===== config.mk =====
export PLATFORM = sky130hd
export DESIGN_NAME = char_display_buffer_cursor_core
export DESIGN_NICKNAME = d
export VERILOG_FILES = /design/src/hw/rtl/cdb_pkg.sv /design/src/hw/rtl/char_display_buffer_cursor_core.sv
export SDC_FILE = /design/constraint.sdc
export NUM_CORES = 1
export LEC_CHECK = 0
export BUFFER_PORTS_ARGS = -buffer_cell sky130_fd_sc_hd__buf_2
export CAP_MARGIN = 25
export CORE_MARGIN = 2
export CORE_UTILIZATION = 50
export CTS_BUF_LIST = sky130_fd_sc_hd__clkbuf_16
export DETAILED_ROUTE_END_ITERATION = 6
export PLACE_DENSITY_LB_ADDON = 0.1
export SYNTH_ARGS = -nofsm -noshare
export SYNTH_HDL_FRONTEND = slang
export SYNTH_SLANG_ARGS = --single-unit

===== constraint.sdc =====
create_clock -name clk -period 5 [get_ports clk]
set_input_delay 1.5 -clock clk [delete_from_list [all_inputs] [get_ports clk]]
set_output_delay 1.5 -clock clk [all_outputs]
set_load 0.005 [all_outputs]

===== src/hw/rtl/cdb_pkg.sv =====
package cdb_pkg;

  localparam int ROWS_DEF = 2;
  localparam int COLS_DEF = 20;

  localparam int ACTION_W     = 4;
  localparam int CHAR_W       = 8;
  localparam int TGT_ROW_W    = 3;
  localparam int TGT_COL_W    = 5;
  localparam int CURSOR_COL_W = 5;

  localparam logic [ACTION_W-1:0] ACT_WRITE      = 4'd0;
  localparam logic [ACTION_W-1:0] ACT_CLEAR      = 4'd1;
  localparam logic [ACTION_W-1:0] ACT_CLEAR_EOL  = 4'd2;
  localparam logic [ACTION_W-1:0] ACT_UP         = 4'd3;
  localparam logic [ACTION_W-1:0] ACT_DOWN       = 4'd4;
  localparam logic [ACTION_W-1:0] ACT_LEFT       = 4'd5;
  localparam logic [ACTION_W-1:0] ACT_RIGHT      = 4'd6;
  localparam logic [ACTION_W-1:0] ACT_SET_POS    = 4'd7;
  localparam logic [ACTION_W-1:0] ACT_SHIFT_LEFT = 4'd8;
  localparam logic [ACTION_W-1:0] ACT_READ       = 4'd9;

  localparam logic [CHAR_W-1:0] FIRST_PRINTABLE = 8'h20;
  localparam logic [CHAR_W-1:0] LAST_PRINTABLE  = 8'h7E;

  typedef logic [CURSOR_COL_W-1:0] col_field_t;

  typedef struct packed {
    logic [ACTION_W-1:0]  action;
    logic [CHAR_W-1:0]    char_code;
    logic [TGT_ROW_W-1:0] target_row;
    logic [TGT_COL_W-1:0] target_col;
  } in_item_t;

  typedef struct packed {
    logic              ok;
    logic              cursor_row;
    col_field_t        cursor_col;
    logic [CHAR_W-1:0] cell_char;
  } out_item_t;

  typedef enum logic [1:0] {
    ST_IDLE,
    ST_READ,
    ST_EOL,
    ST_SHIFT
  } state_t;

endpackage


===== src/hw/rtl/char_display_buffer_cursor_core.sv =====
// Character display buffer of ROWS x COLS 8-bit cells with a cursor. Write,
// clear, cursor moves and set position finish in the cycle the item is
// transferred, the result appearing on the output register in the cycle
// after. Read passes through the registered memory read and the ST_READ
// state. Clear to end of line and shift left step one address counter
// through the cell memory, one cell per cycle, over its single write port.
// in_ready is low while an item is in work or a finished result is waiting
// and not being taken. Cells read as zero after reset and after clear
// through per-cell valid flops, so no clearing pass is needed.
module char_display_buffer_cursor_core #(
  parameter int ROWS = cdb_pkg::ROWS_DEF,
  parameter int COLS = cdb_pkg::COLS_DEF
) (
  input  logic              clk,
  input  logic              rst_n,
  input  logic              in_valid,
  output logic              in_ready,
  input  cdb_pkg::in_item_t in_data,
  output logic              out_valid,
  input  logic              out_ready,
  output cdb_pkg::out_item_t out_data
);
  import cdb_pkg::*;

  localparam int NCELLS = ROWS * COLS;
  localparam int AW     = $clog2(NCELLS);
  localparam int RW     = (ROWS > 1) ? $clog2(ROWS) : 1;
  localparam int CW     = $clog2(COLS);

  localparam logic [AW-1:0] COLS_A    = AW'(COLS);
  localparam logic [AW-1:0] LAST_A    = AW'(NCELLS - 1);
  localparam logic [AW-1:0] PRELAST_A = AW'(NCELLS - 2);
  localparam logic [RW-1:0] LAST_ROW  = RW'(ROWS - 1);
  localparam logic [CW-1:0] LAST_COL  = CW'(COLS - 1);

  state_t state_r, state_nxt;

  logic [RW-1:0] cur_row_r, cur_row_nxt;
  logic [CW-1:0] cur_col_r, cur_col_nxt;
  logic [AW-1:0] ptr_r, ptr_nxt;

  logic [CHAR_W-1:0] mem [NCELLS];
  logic [NCELLS-1:0] vld_r;
  logic [CHAR_W-1:0] mem_rd_r;
  logic              rd_vld_r;

  logic              mem_we;
  logic [AW-1:0]     mem_wa;
  logic [CHAR_W-1:0] mem_wd;
  logic [AW-1:0]     rd_addr;
  logic              clr_all;

  logic              fin;
  logic              fin_ok;
  logic [CHAR_W-1:0] fin_cell;

  logic      out_valid_r;
  out_item_t out_data_r;

  logic              accept;
  logic              tgt_row_ok;
  logic              tgt_col_ok;
  logic              printable;
  logic [AW-1:0]     cur_idx;
  logic [AW-1:0]     tgt_idx;
  logic [AW-1:0]     eol_end;
  logic [CHAR_W-1:0] cell_rd;

  assign in_ready  = (state_r == ST_IDLE) && (!out_valid_r || out_ready);
  assign accept    = in_valid && in_ready;
  assign out_valid = out_valid_r;
  assign out_data  = out_data_r;

  assign tgt_row_ok = in_data.target_row < 3'(ROWS);
  assign tgt_col_ok = {1'b0, in_data.target_col} < 6'(COLS);
  assign printable  = (in_data.char_code >= FIRST_PRINTABLE) &&
                      (in_data.char_code <= LAST_PRINTABLE);

  assign cur_idx = AW'(cur_row_r) * COLS_A + AW'(cur_col_r);
  assign tgt_idx = AW'(in_data.target_row) * COLS_A + AW'(in_data.target_col);
  assign eol_end = AW'(cur_row_r) * COLS_A + AW'(LAST_COL);
  assign cell_rd = rd_vld_r ? mem_rd_r : '0;

  // next state
  always_comb begin
    state_nxt = state_r;
    unique case (state_r)
      ST_IDLE: begin
        if (accept) begin
          if (in_data.action == ACT_CLEAR_EOL) begin
            state_nxt = ST_EOL;
          end else if (in_data.action == ACT_SHIFT_LEFT) begin
            state_nxt = ST_SHIFT;
          end else if (in_data.action == ACT_READ && tgt_row_ok && tgt_col_ok) begin
            state_nxt = ST_READ;
          end
        end
      end
      ST_READ:  state_nxt = ST_IDLE;
      ST_EOL:   if (ptr_r == eol_end) state_nxt = ST_IDLE;
      ST_SHIFT: if (ptr_r == LAST_A) state_nxt = ST_IDLE;
      default:  state_nxt = ST_IDLE;
    endcase
  end

  // datapath and sequencer outputs
  always_comb begin
    cur_row_nxt = cur_row_r;
    cur_col_nxt = cur_col_r;
    ptr_nxt     = ptr_r;
    mem_we      = 1'b0;
    mem_wa      = ptr_r;
    mem_wd      = '0;
    rd_addr     = ptr_r;
    clr_all     = 1'b0;
    fin         = 1'b0;
    fin_ok      = 1'b0;
    fin_cell    = '0;
    unique case (state_r)
      ST_IDLE: begin
        if (accept) begin
          fin = 1'b1;
          unique case (in_data.action)
            ACT_WRITE: begin
              if (printable) begin
                mem_we = 1'b1;
                mem_wa = cur_idx;
                mem_wd = in_data.char_code;
                fin_ok = 1'b1;
                if (cur_col_r != LAST_COL) begin
                  cur_col_nxt = cur_col_r + 1'b1;
                end else if (cur_row_r != LAST_ROW) begin
                  cur_row_nxt = cur_row_r + 1'b1;
                  cur_col_nxt = '0;
                end else begin
                  cur_row_nxt = '0;
                  cur_col_nxt = '0;
                end
              end
            end
            ACT_CLEAR: begin
              clr_all     = 1'b1;
              cur_row_nxt = '0;
              cur_col_nxt = '0;
              fin_ok      = 1'b1;
            end
            ACT_CLEAR_EOL: begin
              fin         = 1'b0;
              ptr_nxt     = cur_idx;
              cur_col_nxt = '0;
            end
            ACT_UP: begin
              if (cur_row_r != '0) begin
                cur_row_nxt = cur_row_r - 1'b1;
                fin_ok      = 1'b1;
              end
            end
            ACT_DOWN: begin
              if (cur_row_r != LAST_ROW) begin
                cur_row_nxt = cur_row_r + 1'b1;
                fin_ok      = 1'b1;
              end
            end
            ACT_LEFT: begin
              if (cur_col_r != '0) begin
                cur_col_nxt = cur_col_r - 1'b1;
                fin_ok      = 1'b1;
              end
            end
            ACT_RIGHT: begin
              if (cur_col_r != LAST_COL) begin
                cur_col_nxt = cur_col_r + 1'b1;
                fin_ok      = 1'b1;
              end
            end
            ACT_SET_POS: begin
              if (tgt_row_ok) begin
                cur_row_nxt = RW'(in_data.target_row);
                if (tgt_col_ok) begin
                  cur_col_nxt = CW'(in_data.target_col);
                  fin_ok      = 1'b1;
                end
              end
            end
            ACT_SHIFT_LEFT: begin
              fin     = 1'b0;
              ptr_nxt = '0;
              rd_addr = AW'(1);
            end
            ACT_READ: begin
              // out-of-range targets answer at once with ok low
              if (tgt_row_ok && tgt_col_ok) begin
                fin     = 1'b0;
                rd_addr = tgt_idx;
              end
            end
            default: begin
            end
          endcase
        end
      end
      ST_READ: begin
        fin      = 1'b1;
        fin_ok   = 1'b1;
        fin_cell = cell_rd;
      end
      ST_EOL: begin
        mem_we = 1'b1;
        if (ptr_r == eol_end) begin
          fin    = 1'b1;
          fin_ok = 1'b1;
        end else begin
          ptr_nxt = ptr_r + 1'b1;
        end
      end
      ST_SHIFT: begin
        mem_we = 1'b1;
        if (ptr_r == LAST_A) begin
          fin    = 1'b1;
          fin_ok = 1'b1;
        end else begin
          // successor cell was fetched ahead by the registered read
          mem_wd  = cell_rd;
          ptr_nxt = ptr_r + 1'b1;
          rd_addr = (ptr_r >= PRELAST_A) ? LAST_A : ptr_r + AW'(2);
        end
      end
      default: begin
      end
    endcase
  end

  always_ff @(posedge clk) begin
    if (!rst_n) begin
      state_r     <= ST_IDLE;
      cur_row_r   <= '0;
      cur_col_r   <= '0;
      ptr_r       <= '0;
      vld_r       <= '0;
      out_valid_r <= 1'b0;
    end else begin
      state_r   <= state_nxt;
      cur_row_r <= cur_row_nxt;
      cur_col_r <= cur_col_nxt;
      ptr_r     <= ptr_nxt;
      if (clr_all) begin
        vld_r <= '0;
      end else if (mem_we) begin
        vld_r[mem_wa] <= 1'b1;
      end
      if (fin) begin
        out_valid_r <= 1'b1;
      end else if (out_ready) begin
        out_valid_r <= 1'b0;
      end
    end
  end

  always_ff @(posedge clk) begin
    if (mem_we) begin
      mem[mem_wa] <= mem_wd;
    end
    mem_rd_r <= mem[rd_addr];
  end

  always_ff @(posedge clk) begin
    rd_vld_r <= vld_r[rd_addr];
    if (fin) begin
      out_data_r.ok         <= fin_ok;
      out_data_r.cursor_row <= cur_row_nxt[0];
      out_data_r.cursor_col <= col_field_t'(cur_col_nxt);
      out_data_r.cell_char  <= fin_cell;
    end
  end

endmodule

== After elaboration in Yosys (flattened, before gate mapping) ==
Memory sizes are Yosys's and may differ from the RTL's. A register that Yosys moved wholly into a read port is not among the register bits.
Index checks and enable logic that the tools add are counted.
Cells by class
  $add $sub $neg: 9
  $mul: 2
  magnitude comparators: 8
  equal/unequal tests: 22
  mux-type cells: 76
  bitwise gates (word level): 2
  reduce and logical (&&, ||, !) cells: 20
Operators with widths (count)
  $mux W6: 11
  $mux W5: 8
  $mux W8: 5
  $or A40 B40 Y40: 1
  $pmux W6 S2: 3
  $mux W1: 31
  $pmux W5 S5: 1
  $pmux W6 S3: 1
  $eq A4 B3 Y1 const B: 4
  $pmux W8 S2: 1
  $lt A6 B7 Y1 const B: 2
  $add A6 B5 Y6: 2
  $mux W2: 6
  $ne A2 B2 Y1 const B: 5
  $eq A4 B2 Y1 const B: 2
  $eq A4 B4 Y1 const B: 2
  $ge A8 B6 Y1 const B: 1
  $le A8 B7 Y1 const B: 1
  $pmux W1 S4: 2
  $pmux W2 S4: 1
  $reduce_or A2 Y1: 4
  $logic_and A1 B1 Y1: 7
  $pmux W1 S7: 1
  $add A6 B1 Y6 const B: 1
  other kinds (34): 36
Word-level totals
  register bits after elaboration: 71
  bits in writable memories: 320
  input bits: 24
  output and inout bits: 17
  word-level logic and storage cells: 151
  memories kept: 1
Memories
  mem: words 40, width 8, read ports 1, clocked after memory_dff 1, write ports 1, line char_display_buffer_cursor_core.sv:42  | logic [CHAR_W-1:0] mem [NCELLS];

== Logic depth before layout (Yosys ltp) ==
Gate-level depths: netlist of the first run.
  depth after elaboration: 11
  depth in mapped cells: 16

== Worst setup path before layout of the first run ==
OpenSTA, ideal clock, no wires.
  kind: in2reg
  from: input port in_data[16] (netlist bit)
  to: memory mem[0][0], data pin
  library setup time: 0.388 ns
  arrival time: 3.993 ns
  data required time: 4.612 ns
  slack: 0.620 ns
  stages on the path: 8
  path buffers: 3
  cell sequence: clkbuf_1 > nor2_1 > nand2_1 > nor3_2 > clkbuf_1 > clkbuf_1 > a22oi_1 > nor2_1
On the way
  word-level cells in the longest chain between the ends: 4
RTL lines
  start: declaration: line char_display_buffer_cursor_core.sv:18  | input cdb_pkg::in_item_t in_data,
  $logic_not A4 Y1: line char_display_buffer_cursor_core.sv:123  | unique case (in_data.action)
  $mux W8: line char_display_buffer_cursor_core.sv:123
  $mux W8: line char_display_buffer_cursor_core.sv:121  | if (accept) begin
  $pmux W8 S2: line char_display_buffer_cursor_core.sv:119  | unique case (state_r)
  net mem_wd[0]: line char_display_buffer_cursor_core.sv:49  | logic [CHAR_W-1:0] mem_wd;
  end: declaration: line char_display_buffer_cursor_core.sv:42
The timed path passes the listed nets, and every way through them passes these cells.

== Final worst setup path of the first run ==
  from: input port in_data[6] (netlist bit)
  to: register mem_rd_r[3] (read register of mem)
On the way
  word-level cells in the longest chain between the ends: 6
RTL lines
  $mul A3 B3 Y4 or $lt A3 B2 Y1 (tied branches): line char_display_buffer_cursor_core.sv:80, char_display_buffer_cursor_core.sv:74
  $add A6 B5 Y6 or $logic_and A1 B1 Y1 (tied branches): line char_display_buffer_cursor_core.sv:80, char_display_buffer_cursor_core.sv:192
  $mux W6 (*): line char_display_buffer_cursor_core.sv:192  | if (tgt_row_ok && tgt_col_ok) begin
  $pmux W6 S2 (*): line char_display_buffer_cursor_core.sv:123
  $mux W6 (*): line char_display_buffer_cursor_core.sv:121
  $pmux W6 S2 (*): line char_display_buffer_cursor_core.sv:119
  end: declaration: line char_display_buffer_cursor_core.sv:44  | logic [CHAR_W-1:0] mem_rd_r;
Every way passes the cells marked *; elsewhere a longest branch is shown, timed or not.
A chain may end at the register's enable or synchronous reset.

==> reports/qor.yml, run 1 <==
flow_run:
  cap_violations: 0
critical_path:
  critical-path-top-delay-family: "compound AO/OA/AOI/OAI gates"
  start_kind: "primary input"
  cp.required_ns: 5.42
  critPathMostFrequentCell: "buf_12"
  cp_max_fo: 26
  path_buf_inv: 3
  critPathArrivalTime_ns: 4.53
  cp-end-kind: "flip-flop"
  path_cells: "buf_2 > or2_1 > o311a_1 > a311oi_2 > o2bb2ai_4 > buf_12 > buf_12 > mux2_2 > nor2_1 > a21oi_1 > o22ai_1 > and4bb_1"
  crit_type: "primary input to flip-flop"
  slowest_stage: "o311a_1"
  slowest_delay_ns: 0.39
cts:
  cts-root-buf: "clkbuf_16"
  cts_tree: "built"
  cts_buffers: 43
  clkTransAtPathRegs_ns: 0.06
  insertion_delay_ns: 0.54
  cts_num_sinks: 399
  ctsHtreeMaxLevel: 2
  ctsHoldBuffers: 0
  cts.path.max_buffers: 3
  cts_resized: 0
  post_cts_buffers: 0
route:
  dr_wl_met2_mm: 20.04
  wl_per_cell_um: 22.95
  wl_met1_mm: 18.80
  via_per_inst: 5.857
  drt_iter0_drc: 920
  wl_met3_mm: 2.055
  ant_nets: 0
  totalWireLength_mm: 42.28
  dr.max_layer_used: "met4"
  vias: 10788
  drc_errors: 0
  dr.pass1.iters: 5
sta:
  hold_viol: 0
  rsz0062_at_grt: "no"
  period_share: 0.8220
  slew_headroom: 0.4098
  finalMaxSlewViolations: 0
  holdWs_ns: 0.4649
  tightest_slew_ns: 0.8853
  tns_ns: 0
  clock_skew_ns: 0.01856
  min_period_ns: 4.110
  fmax_mhz: 243.3
  setup_viol: 0
logic_synthesis:
  ys_types: 75
  synth_compound_area_frac: 0.09180
  synth_xor_xnor_area_share: 0.004501
  async_reset_ff_frac: 0
  yosysWarningCount: 0
  synth_edf_count: 335
  ys_ff_latch: 399
  synthFlopType: "edfxtp_1"
  synthTopCellsByArea: "edfxtp_1 (57%), mux2i_1 (8.2%), dfxtp_1 (7.3%), mux2_2 (3.0%), nor2_1 (2.4%)"
  synth_top_cell_by_area: "edfxtp_1"
  synth.most_common_cell: "edfxtp_1"
  synth_top_family_by_area: "multiplexers"
  synth_common_cells: "edfxtp_1 (335), mux2i_1 (144), nor2_1 (111), dfxtp_1 (64), nand2_1 (60)"
  yosysTopAreaCellShare: 0.5744
  netlist_area_mm2: 0.01751
  synthCells: 1248
  synthMuxAreaShare: 0.1299
  synth_nets: 1290
  synthSimpleGateAreaFrac: 0.08451
  synth_area_per_cell_um2: 14.03
  synth_fa_ha_area_frac: 0.01329
  yosysSeqAreaShare: 0.6475
pwr:
  pwr_density_cell_mw_per_mm2: 355.1
  leakage_nw: 7.849
  ir_worst_vdd_v: 0.0002971
global_routing:
  grt_overflow_total: 0
  grt_pass1_wl_mm: 64.60
  grt_usage: 0.2375
  grt_pass1_vias: 10632
  antenna_found_initial: 0
  grt_max_degree: 41
floorplan:
  pin_count: 41
  coreArea_mm2: 0.03454
  floorplan.rows: 68
  die_width_um: 191.2
  start_util: 0.5070
  fp.dieH_um: 191.2
  dieArea_mm2: 0.03654
placed_design:
  dpl.hpwl_mm: 27.83
  finalWeightedCongestion: 0.8849
  port_buffers: 40
final_layout:
  drive_gt1_frac: 0.1949
  fin_util: 0.5781
  final_nets: 1394
  syn2layout_area_growth_pct: 14.02
hold_path:
  hp-class: "flip-flop to flip-flop"
run_status:
  status: "completed"
## sequential cells by signal, summed over array words and instances, names as in the netlist
| signal | count |
|---|---|
| out_valid | 1 |
| ptr_r | 6 |
| cur_row_r | 1 |
| mem_rd_r | 8 |
| out_data | 15 |
| state_r | 2 |
| vld_r | 40 |
| rd_vld_r | 1 |
| mem | 320 |
| cur_col_r | 5 |
## layout make-up
cell class	instances	area, µm²
Antenna cell	2	5.005
Tap cell	455	569.3
Fill cell	2867	14570
Multi-Input combinational cell	764	5752
Clock inverter	34	170.2
Inverter	14	52.55
Timing Repair Buffer	130	979.7
Clock buffer	44	1101
Sequential cell	399	11340
## worst register-to-register path: cells and delay by family (launching register included)
kind | cells | cell delay [ns]
AOI/OAI and AO/OA | 4 | 0.93
and+or+nand+nor | 4 | 0.93
DFF | 1 | 0.73
buffers and inverters | 2 | 0.49
adders and majority gates | 1 | 0.40
muxes | 1 | 0.36
## power by group
| group | internal, mW | leakage (nW) | total [mW] | switching [mW] |
|---|---|---|---|---|
| sequential | 3.60 | 3.74 | 3.64 | 0.0415 |
| clock | 1.64 | 0.690 | 2.88 | 1.24 |
| combinational | 0.231 | 3.42 | 0.576 | 0.345 |
## path summary, 6_finish.rpt
path / start / endpoint / slack (ns) / depth (start not counted)
setup reg to reg: ptr_r[1] / mem_rd_r[3] / 1.07 / 12
hold / removal: vld_r[28] / vld_r[28] / 0.46 / 1
setup / recovery: in_data[6] / mem_rd_r[3] / 0.89 / 12
hold reg to reg: vld_r[28] / vld_r[28] / 0.46 / 1
## cell families (layout without fill, tap and decap cells)
kind of cell | after synthesis | count (layout)
xor gates and xnor gates | 9 | 9
and+or+nand+nor | 301 | 301
AOI/OAI and AO/OA | 232 | 232
other | 0 | 2
DFF | 399 | 399
buffers and inverters | 85 | 222
adders and majority gates | 18 | 18
muxes | 204 | 204
## per-stage QoR
step / setup slack (ns) / total power, mW / area [µm²] / cells
6_report: 0.8898 / 7.092 / 19970 / 1842
4_1_cts: 0.9054 / 7.151 / 19970 / 1840
5_1_grt: 0.7624 / 7.327 / 19970 / 1840
2_1_floorplan: 0.6195 / 4.076 / 17510 / 1248
3_5_place_dp: 0.3452 / 4.283 / 18690 / 1762
3_3_place_gp: 0.3446 / 4.279 / 18680 / 1761
## cell usage in the layout (no fill, tap or decap), types with 6 or more instances in the layout
cell type and count:
mux4_2 14, o21ai_0 27, a21oi_1 45, clkinv_2 6, a31oi_1 7, o22ai_1 17, nor3b_1 6, buf_12 8
o21ai_1 7, nor2_1 104, o21a_1 44, mux2i_1 144, nand2b_1 7, a211oi_1 6, nand3_1 24, nand2_1 60
nor2b_1 7, clkbuf_16 44, o211ai_1 25, dfxtp_1 64, and4bb_1 6, and3_1 10, nor2_4 6, xor2_1 6
a22oi_1 10, inv_1 27, edfxtp_1 335, clkinv_1 6, inv_2 6, buf_2 40, buf_4 81, nor3_1 35
ha_1 17, o221ai_1 7, mux2_2 46, and2_1 9
## layer usage
| layer | track usage | vias up |
|---|---|---|
| li1 | - | 5019 |
| met1 | 0.3296 | 5392 |
| met2 | 0.3821 | 283 |
| met3 | 0.03617 | 94 |
| met4 | 0.08491 | 0 |
| met5 | 0 | - |
(Power assumes the default switching activity.)
==> run 2, diff against run 1 <==
- clock period: 5 -> 3.4 ns (I/O delays scaled with it)
==> reports/qor.yml, run 2 (synthesized netlist as in run 1, its figures left out) <==
floorplan:
  pin_count: 41  # unchanged
  start_util: 0.5070  # unchanged
  floorplan.rows: 68  # unchanged
  fp.dieH_um: 191.2  # unchanged
  die_width_um: 191.2  # unchanged
  dieArea_mm2: 0.03654  # unchanged
  coreArea_mm2: 0.03454  # unchanged
pwr:
  combPwrFrac: 0.099  # was 0.081
  pwr_density_cell_mw_per_mm2: 512.7  # was 355.1 mW/mm²
  ir_worst_vdd_v: 0.0004522  # was 0.0002971 V
  swShare: 0.2339  # was 0.2293
  leakage_nw: 8.660  # was 7.849 nW
  p_switching_mw: 2.584  # was 1.626 mW
  p_clk_frac: 0.418  # was 0.406
  intPower_mw: 8.463  # was 5.465 mW
  seqPwrFrac: 0.483  # was 0.513
  total_power_mw: 11.05  # was 7.092 mW
critical_path:
  start_kind: "primary input"  # unchanged
  critPathArrivalTime_ns: 3.91  # was 4.53 ns
  cp_max_fo: 8  # was 26
  cp.required_ns: 3.91  # was 5.42 ns
  worst-r2r-cell-count: 14  # was 12
  cp-end-kind: "flip-flop"  # unchanged
  critPathCapture: "mem_rd_r[5]"  # was mem_rd_r[3]
  timing.rr.end: "mem_rd_r[5]"  # was mem_rd_r[3]
  timing.rr.start: "state_r[1]"  # was ptr_r[1]
  crit_type: "primary input to flip-flop"  # unchanged
  reg2reg_slack_ns: 0.03  # was 1.07 ns
  startpoint: "in_data[17]"  # was in_data[6]
final_layout:
  n_antenna_cell: 0  # was 2
  final_nets: 1534  # was 1,394
  largest_reg_flops: 320  # unchanged
  syn2layout_area_growth_pct: 23.02  # was 14.02%
  final_cell_mix: "edfxtp_1 (335), buf_4 (200), mux2i_1 (143), nor2_1 (101), dfxtp_1 (62)"  # was edfxtp_1 (335), mux2i_1 (144), nor2_1 (104), buf_4 (81), dfxtp_1 (64)
  final_common_cell: "edfxtp_1"  # unchanged
  largest_register: "mem"  # unchanged
  drive_gt1_frac: 0.2872  # was 0.1949
sta:
  fmax_mhz: 294.8
  tightest_slew_ns: 0.9056  # was 0.8853 ns
  clock_skew_ns: 0.02073  # was 0.01856 ns
  hold_viol: 0  # unchanged
  setup_viol: 0  # unchanged
  final.setup.worst_slack_ns: 0.007391  # was 0.8898 ns
  slew_headroom: 0.3948  # was 0.4098
  rsz0062_at_grt: "no"  # unchanged
  finalMaxSlewViolations: 0  # unchanged
  tns_ns: 0  # unchanged
  min_period_ns: 3.393
  period_share: 0.9978
route:
  ant_nets: 0  # unchanged
  via_per_inst: 5.726  # was 5.857
  vias: 11338  # was 10,788
  totalWireLength_mm: 45.09  # was 42.28 mm
  drc_errors: 0  # unchanged
  wl_per_cell_um: 22.77  # was 22.95 µm
  dr.pass1.iters: 5  # unchanged
  drt_iter0_drc: 961  # was 920
flow_run:
  cap_violations: 0  # unchanged
global_routing:
  antenna_found_initial: 0  # unchanged
  grt_max_degree: 41  # unchanged
  grt_pass1_vias: 11079  # was 10,632
  grt_usage: 0.2495  # was 0.2375
  grt_pass1_wl_mm: 67.76  # was 64.60 mm
  grt_overflow_total: 0  # unchanged
cts:
  cts_buffers: 42  # was 43
  ctsHtreeMaxLevel: 2  # unchanged
  cts_tree: "built"  # unchanged
  cts-root-buf: "clkbuf_16"  # unchanged
  cts_num_sinks: 399  # unchanged
  insertion_delay_ns: 0.58  # was 0.54 ns
  cts.path.max_buffers: 3  # unchanged
  ctsHoldBuffers: 0  # unchanged
  clkTransAtPathRegs_ns: 0.06  # about the same
placed_design:
  port_buffers: 40  # unchanged
  dpl.hpwl_mm: 29.98  # was 27.83 mm
  post-place-ws_ns: -0.9233  # was 0.3452 ns
  finalWeightedCongestion: 0.8761  # was 0.8849
hold_path:
  hp-start: "vld_r[21]"  # was vld_r[28]
  hp-class: "flip-flop to flip-flop"  # unchanged
run_status:
  status: "completed"  # unchanged
[run 2: stage by stage]
stage	instances	util	hold slack, ns	cell area [µm²]
2_1_floorplan	1248	-	0.4352	17590
3_3_place_gp	1877	0.5720	0.4412	19760
3_5_place_dp	1877	0.5720	0.4526	19760
4_1_cts	1963	0.6172	0.4666	21320
5_1_grt	1980	0.6238	0.4769	21550
6_report	1980	0.6238	0.4643	21550
[run 2: per-layer routing]
layer  global-route usage  vias to the layer above  part of all wire
met5                    0                        -                 0
met4              0.05533                        0             0.022
met3              0.04094                       68             0.053
met2               0.4111                      338              0.48
met1               0.3499                     5640              0.44
li1                     -                     5292                 -
[run 2: worst min path at each step]
| stage | end | slack, ns | cells after the start |
|---|---|---|---|
| floorplan | vld_r[37] | 0.44 | 1 |
| global placement | vld_r[37] | 0.44 | 1 |
| detailed placement | vld_r[4] | 0.45 | 1 |
| CTS | vld_r[4] | 0.47 | 1 |
| global route | vld_r[0] | 0.48 | 1 |
| finish | vld_r[21] | 0.46 | 1 |
[run 2: critical path, stage by stage]
cell	delay [ns]
buf_2	0.12
buf_4	0.13
nor3b_2	0.23
a31oi_1	0.13
a311oi_2	0.33
buf_4	0.19
nor2_4	0.06
buf_6	0.13
buf_12	0.13
mux2i_1	0.11
mux2i_1	0.20
mux2i_1	0.10
buf_4	0.15
o211ai_1	0.54
and4bb_1	0.30
[run 2: power groups by stage]
| stage | sequential, mW | clock, mW | combinational [mW] |
|---|---|---|---|
| 3_3_place_gp | 5.44 | 0 | 0.980 |
| 4_1_cts | 5.34 | 4.69 | 1.03 |
| 2_1_floorplan | 5.41 | 0 | 0.587 |
| 3_5_place_dp | 5.44 | 0 | 0.989 |
| 6_report | 5.34 | 4.62 | 1.09 |
| 5_1_grt | 5.33 | 4.89 | 1.16 |
[run 2: final cells by class]
cell class / instances / area, µm²
clock buffer: 42 / 1051
clock inverter: 35 / 339.1
fill: 2724 / 13000
inverter: 14 / 52.55
multi-input combinational: 764 / 5878
sequential: 399 / 11340
tap: 455 / 569.3
timing repair buffer: 271 / 2313
[run 2: timing repair]
action / in CTS / in global routing
setup endpoints to repair: 7 / 8
cloned: 1 / 1
resized for setup: 12 / 16
buffers inserted: 8 / 16
pin swaps: 3 / 10
